[config.mk]
export PLATFORM = sky130hd
export DESIGN_NAME = wod_sel
export DESIGN_NICKNAME = d
export VERILOG_FILES = /design/src/rtl/core/wod_pkg.sv /design/src/rtl/core/wod_sel.sv
export SDC_FILE = /design/constraint.sdc
export NUM_CORES = 1
export LEC_CHECK = 0
export BUFFER_PORTS_ARGS = -buffer_cell sky130_fd_sc_hd__clkbuf_2
export CAP_MARGIN = 20
export CORE_UTILIZATION = 25
export DETAILED_ROUTE_END_ITERATION = 10
export GPL_ROUTABILITY_DRIVEN = 0
export SYNTH_ARGS = -nofsm -noshare
export SYNTH_HDL_FRONTEND = slang
export SYNTH_SLANG_ARGS = --single-unit
[constraint.sdc]
create_clock -name clock -period 4.31 [get_ports clock]
set_input_delay 0.6465 -clock clock [delete_from_list [all_inputs] [get_ports clock]]
set_output_delay 0.6465 -clock clock [all_outputs]
set_load 0.01 [all_outputs]
[src/rtl/core/wod_pkg.sv]
// ----------------------------------------------------------------------------
// wod_pkg
// Types and codes shared by the lightest-edge-first walk block.
// ----------------------------------------------------------------------------
package wod_pkg;

   localparam logic [1:0] ACT_ADD    = 2'd0;
   localparam logic [1:0] ACT_RUN    = 2'd1;
   localparam logic [1:0] ACT_CLEAR  = 2'd2;
   localparam logic [1:0] ACT_UNUSED = 2'd3;

   typedef struct packed {
      logic [1:0]         action;
      logic [5:0]         node_a;
      logic [5:0]         node_b;
      logic signed [15:0] weight;
   } req_type;

   typedef struct packed {
      logic [5:0] node;
      logic       last;
   } rsp_type;

   typedef enum logic [3:0] {
      ST_CLR,
      ST_IDLE,
      ST_ADD_RD,
      ST_ADD_CMP,
      ST_ADD_WR2,
      ST_SCAN,
      ST_DRAIN,
      ST_DECIDE,
      ST_PUSH,
      ST_FLUSH
   } state_type;

   typedef struct packed {
      logic init;
      logic cand;
      logic add_chk;
   } sel_ctrl_type;

endpackage

[src/rtl/core/wod_sel.sv]
// ----------------------------------------------------------------------------
// wod_sel
// Shared signed comparator with the running best-neighbour register.
// ----------------------------------------------------------------------------
module wod_sel #(
   parameter int NB = 6,
   parameter int W  = 16
) (
   input  logic                  clock,
   input  logic                  reset,
   input  wod_pkg::sel_ctrl_type ctrl,
   input  logic [NB-1:0]         cand_node,
   input  logic                  mem_present,
   input  logic signed [W-1:0]   mem_weight,
   input  logic signed [W-1:0]   new_weight,
   output logic                  found,
   output logic [NB-1:0]         best_node,
   output logic                  upd
);

   logic                found_ff;
   logic [NB-1:0]       best_node_ff;
   logic signed [W-1:0] best_w_ff;
   logic signed [W-1:0] op_a;
   logic signed [W-1:0] op_b;
   logic                lt;

   // One comparator: new against stored when adding, stored against best when scanning.
   always_comb begin
      op_a = ctrl.add_chk ? new_weight : mem_weight;
      op_b = ctrl.add_chk ? mem_weight : best_w_ff;
      lt   = op_a < op_b;
   end

   always_ff @(posedge clock) begin
      if (reset) begin
         found_ff <= 1'b0;
      end else if (ctrl.init) begin
         found_ff <= 1'b0;
      end else if (ctrl.cand && (!found_ff || lt)) begin
         found_ff     <= 1'b1;
         best_node_ff <= cand_node;
         best_w_ff    <= mem_weight;
      end
   end

   assign found     = found_ff;
   assign best_node = best_node_ff;
   assign upd       = !mem_present || lt;

endmodule

[After elaboration in Yosys (flattened, before gate mapping)]
Index checks and enable logic that the tools add are counted.
Cells by class
  $lt $le $gt $ge: 1
  muxes and demuxes: 2
  bitwise gates (word level): 2
  reduce and logical (&&, ||, !) cells: 7
Operator list (count)
  $mux 16: 2
  $lt 16x16->1: 1
  $reduce_and 3->1: 1
  $logic_not 1->1: 2
  $logic_or 1x1->1: 2
  $not 1->1: 2
  $reduce_or 2->1: 1
  $logic_and 1x1->1: 1
Word-level totals
  register bits after elaboration: 23
  input port bits: 44
  output and inout bits: 8
  logic and storage cells: 15

[Logic depth before layout (Yosys ltp)]
  depth in word-level cells: 5
  gate-level depth with buffers: 9
  mapped depth without buffers: 7

[Worst setup path before layout]
No wires, ideal clock.
  kind: input -> output
  start point: input port ctrl[0] in the netlist's numbering
  end point: output port upd
  data arrival time: 2.960 ns
  data required time: 3.664 ns
  path slack: 0.703 ns
  stages on the path: 8
  buffers on the path: 2
  cells stage by stage: buf_2 clkbuf_1 mux2_2 ha_1 and4_1 a221o_1 a31oi_1 mux2_2
Between the ends
  word-level cells in the longest chain between the ends: 3
  elaborated cells between the ends (all ways): 4
  those cells by class: order compare: 1; mux: 2; reduce/logical: 1
Ends and longest elaborated chain
  from (decl): line wod_sel.sv:11  | input wod_pkg::sel_ctrl_type ctrl,
  $mux 16 (on tied branches): line wod_sel.sv:30, wod_sel.sv:31
  $lt 16x16->1 *: line wod_sel.sv:32  | lt = op_a < op_b;
  $logic_or 1x1->1 *: line wod_sel.sv:49  | assign upd = !mem_present || lt;
  to (decl): line wod_sel.sv:18  | output logic upd
Every way passes the cells marked *; elsewhere a longest branch is shown, timed or not.

[Worst setup path in the final report]
Ends and elaborated chain as after synthesis.

==> impl_metrics.ini <==
[sta]
finClkSkew_ns = 0.00212
finalHoldViolations = 0
fin_tns_setup_ns = 0
layout_worst_path_cycle_share_pct = 89.4
slew_viol_final = 0
rsz0062_at_grt = no
fmaxAchievable_mhz = 259
fin_ws_ns = 0.455
layout_min_cycle_time_ns = 3.86
worst_slew_pin_slew_ns = 0.608
slew_headroom_pct = 59.5
finalSetupViolCount = 0

[job]
drv_cap = 0

[clock_tree]
clock-sinks = 23
numCtsBuffers = 3
htreeDepth = 1
clk_pin_slew_ns = 0.08
insertion_delay_ns = 0.26
cts_resized = 0
cts_tree = built
ctsHoldBuffers = 0
cts_setup_buffers = 0
clk_path_buf_depth = 2
root_buffer = clkbuf_8

[placement]
place_hpwl_mm = 2.21
placed_cells = 230
dp_slack_ns = 0.435
numPortBuffers = 51
place_area_sq_um = 1770

[die]
fp.dieArea_sq_um = 5960
core-area_sq_um = 5470
fp-row-count = 27
die_w_um = 77.2
pin_count = 52
start_util_pct = 25.8
die_y_um = 77.2

[final_layout]
drive_above_1_share_pct = 45.7
fillers = 591
syn2layout_area_growth_pct = 28.6
final_area_sq_um = 1820
nNetsFinal = 222
antenna_cells = 0
stdcell_count = 234

[worst_hold_path]
hp-class = reg -> reg

[critical_path]
crit_family = buffers and inverters
startpoint_type = primary input
arrival_ns = 3.21
worstPathCellList = clkbuf_2 -> buf_4 -> mux2_2 -> ha_1 -> nand2_1 -> o41ai_1 -> a31oi_1 -> mux2_2 -> clkbuf_2
crit_fanout = 23
worstSetupEndpointType = output port
cpMaxStageDelayCell = o41ai_1
path_buf_inv = 3
critical-path-max-stage-delay_ns = 0.52
crit_type = in -> out
worst_ep_required_time_ns = 3.66

[power]
powerDensity_nw_per_um2 = 275
p_leak_nw = 0.803
vdd_drop_max_mv = 0.159

[yosys]
netlist_instances = 107
ys_warn_count = 0
syn_avg_cell_area_sq_um = 13.2
syn-num-nets = 166
synth.yosys.seq_area_share_pct = 48.2
mappedNetlistArea_sq_um = 1410
synth-seq-cells = 23
yosysUniqueCellTypes = 25

[drt]
routed_via_density = 4.41
post_drt_wl_per_cell_um = 11.6
postRouteAntennaNets = 0
vias = 1032
wl_mm = 2.72
drt_first_iter_violations = 31
drc = 0
dr.pass1.iters = 4

[global_route]
first_global_vias = 1032
grt_max_degree = 24
antenna_found_initial = 0
grt_first_pass_wirelength_mm = 4.51
grt_usage_pct = 9.70
grt.overflow.total = 0

[run_status]
status = finished clean
[worst reg2reg max path, delay by kind of cell, from the launching register on]
family	cells	cell delay (ns)
AO/OA/AOI/OAI	5	0.97
flip-flops	1	0.37
adder cells (fa/ha/maj)	1	0.27
buffers and inverters	1	0.24
multiplexers	1	0.14
[report_power, final]
group	total, mW	leakage, nW	switching (mW)	internal (mW)
logic	0.108	0.570	0.0512	0.0573
registers	0.255	0.210	0.00190	0.253
clock network	0.136	0.0228	0.0705	0.0660
[final cells by class]
| cell class | instances | area, sq um | share of cell area, % |
|---|---|---|---|
| clock buffer | 4 | 45.0 | 2.48 |
| inverter | 1 | 3.75 | 0.207 |
| multi-input combinational | 79 | 712 | 39.2 |
| sequential | 23 | 681 | 37.5 |
| tap | 72 | 90.1 | 4.96 |
| timing repair buffer | 55 | 285 | 15.7 |
[state kept, by name (all words and copies together) (netlist names)]
signal     flops
found          1
best_node      6
best_w_ff     16
[stage by stage]
| step | util [%] | hold slack, ns | total power, mW |
|---|---|---|---|
| 2_1_floorplan | - | 0.542 | 0.329 |
| 3_3_place_gp | 32.4 | 0.509 | 0.369 |
| 3_5_place_dp | 32.4 | 0.511 | 0.371 |
| 4_1_cts | 33.2 | 0.533 | 0.510 |
| 5_1_grt | 33.2 | 0.538 | 0.532 |
| 6_report | 33.2 | 0.522 | 0.500 |
[Yosys cell counts]
master | instances | area (sq um)
a31oi_1 | 2 | 12.5
o41ai_1 | 1 | 8.76
o311a_1 | 1 | 10.0
nand2_1 | 7 | 26.3
and4_1 | 1 | 8.76
edfxtp_1 | 22 | 661
a21oi_1 | 6 | 30.0
nand2b_1 | 1 | 6.26
a211o_1 | 1 | 8.76
o21ai_0 | 1 | 5.00
clkbuf_1 | 3 | 11.3
buf_2 | 1 | 5.00
nor2_1 | 3 | 11.3
nand4_1 | 1 | 6.26
mux2_2 | 16 | 180
o21a_1 | 3 | 22.5
nand3_1 | 1 | 5.00
inv_1 | 1 | 3.75
dfxtp_1 | 1 | 20.0
or3b_1 | 1 | 8.76
a221o_1 | 1 | 10.0
and2_1 | 1 | 6.26
nand3b_1 | 1 | 7.51
mux2i_1 | 15 | 150
ha_1 | 15 | 188
[layout by cell type (no fill, tap or decap), drive strengths merged]
master  instances
clkbuf         55
edfxtp         22
mux2           16
mux2i          15
ha             15
nand2           7
a21oi           6
buf             4
nor2            3
o21a            3
a31oi           2
nand2b          1
and4            1
nand3b          1
or3b            1
a211o           1
o41ai           1
o21ai           1
nand3           1
a221o           1
inv             1
and2            1
nand4           1
o311a           1
dfxtp           1
[path summary, 6_finish.rpt]
path,startpoint,end,slack [ns],cells after the start
worst max-delay path,ctrl[0],upd,0.45,9
worst min-delay path,found,found,0.52,1
worst max register to register,best_w_ff[9],best_w_ff[9],2.02,8
worst min register to register,found,found,0.52,1
[metal layers]
metal,GRT usage [%],share of wire (%)
met1,11.6,47
met2,17.0,49
met3,2.38,3.5
met4,2.83,0.92
met5,0,0
[kinds of logic after synthesis]
kind of cell / after synthesis / synth area share, %
multiplexers: 31 / 23.4
flip-flops: 23 / 48.2
AO/OA/AOI/OAI: 16 / 7.62
buffers and inverters: 5 / 1.42
AND/OR/NAND/NOR: 17 / 6.11
adder cells (fa/ha/maj): 15 / 13.3
Power figures use the tool's default switching activity.
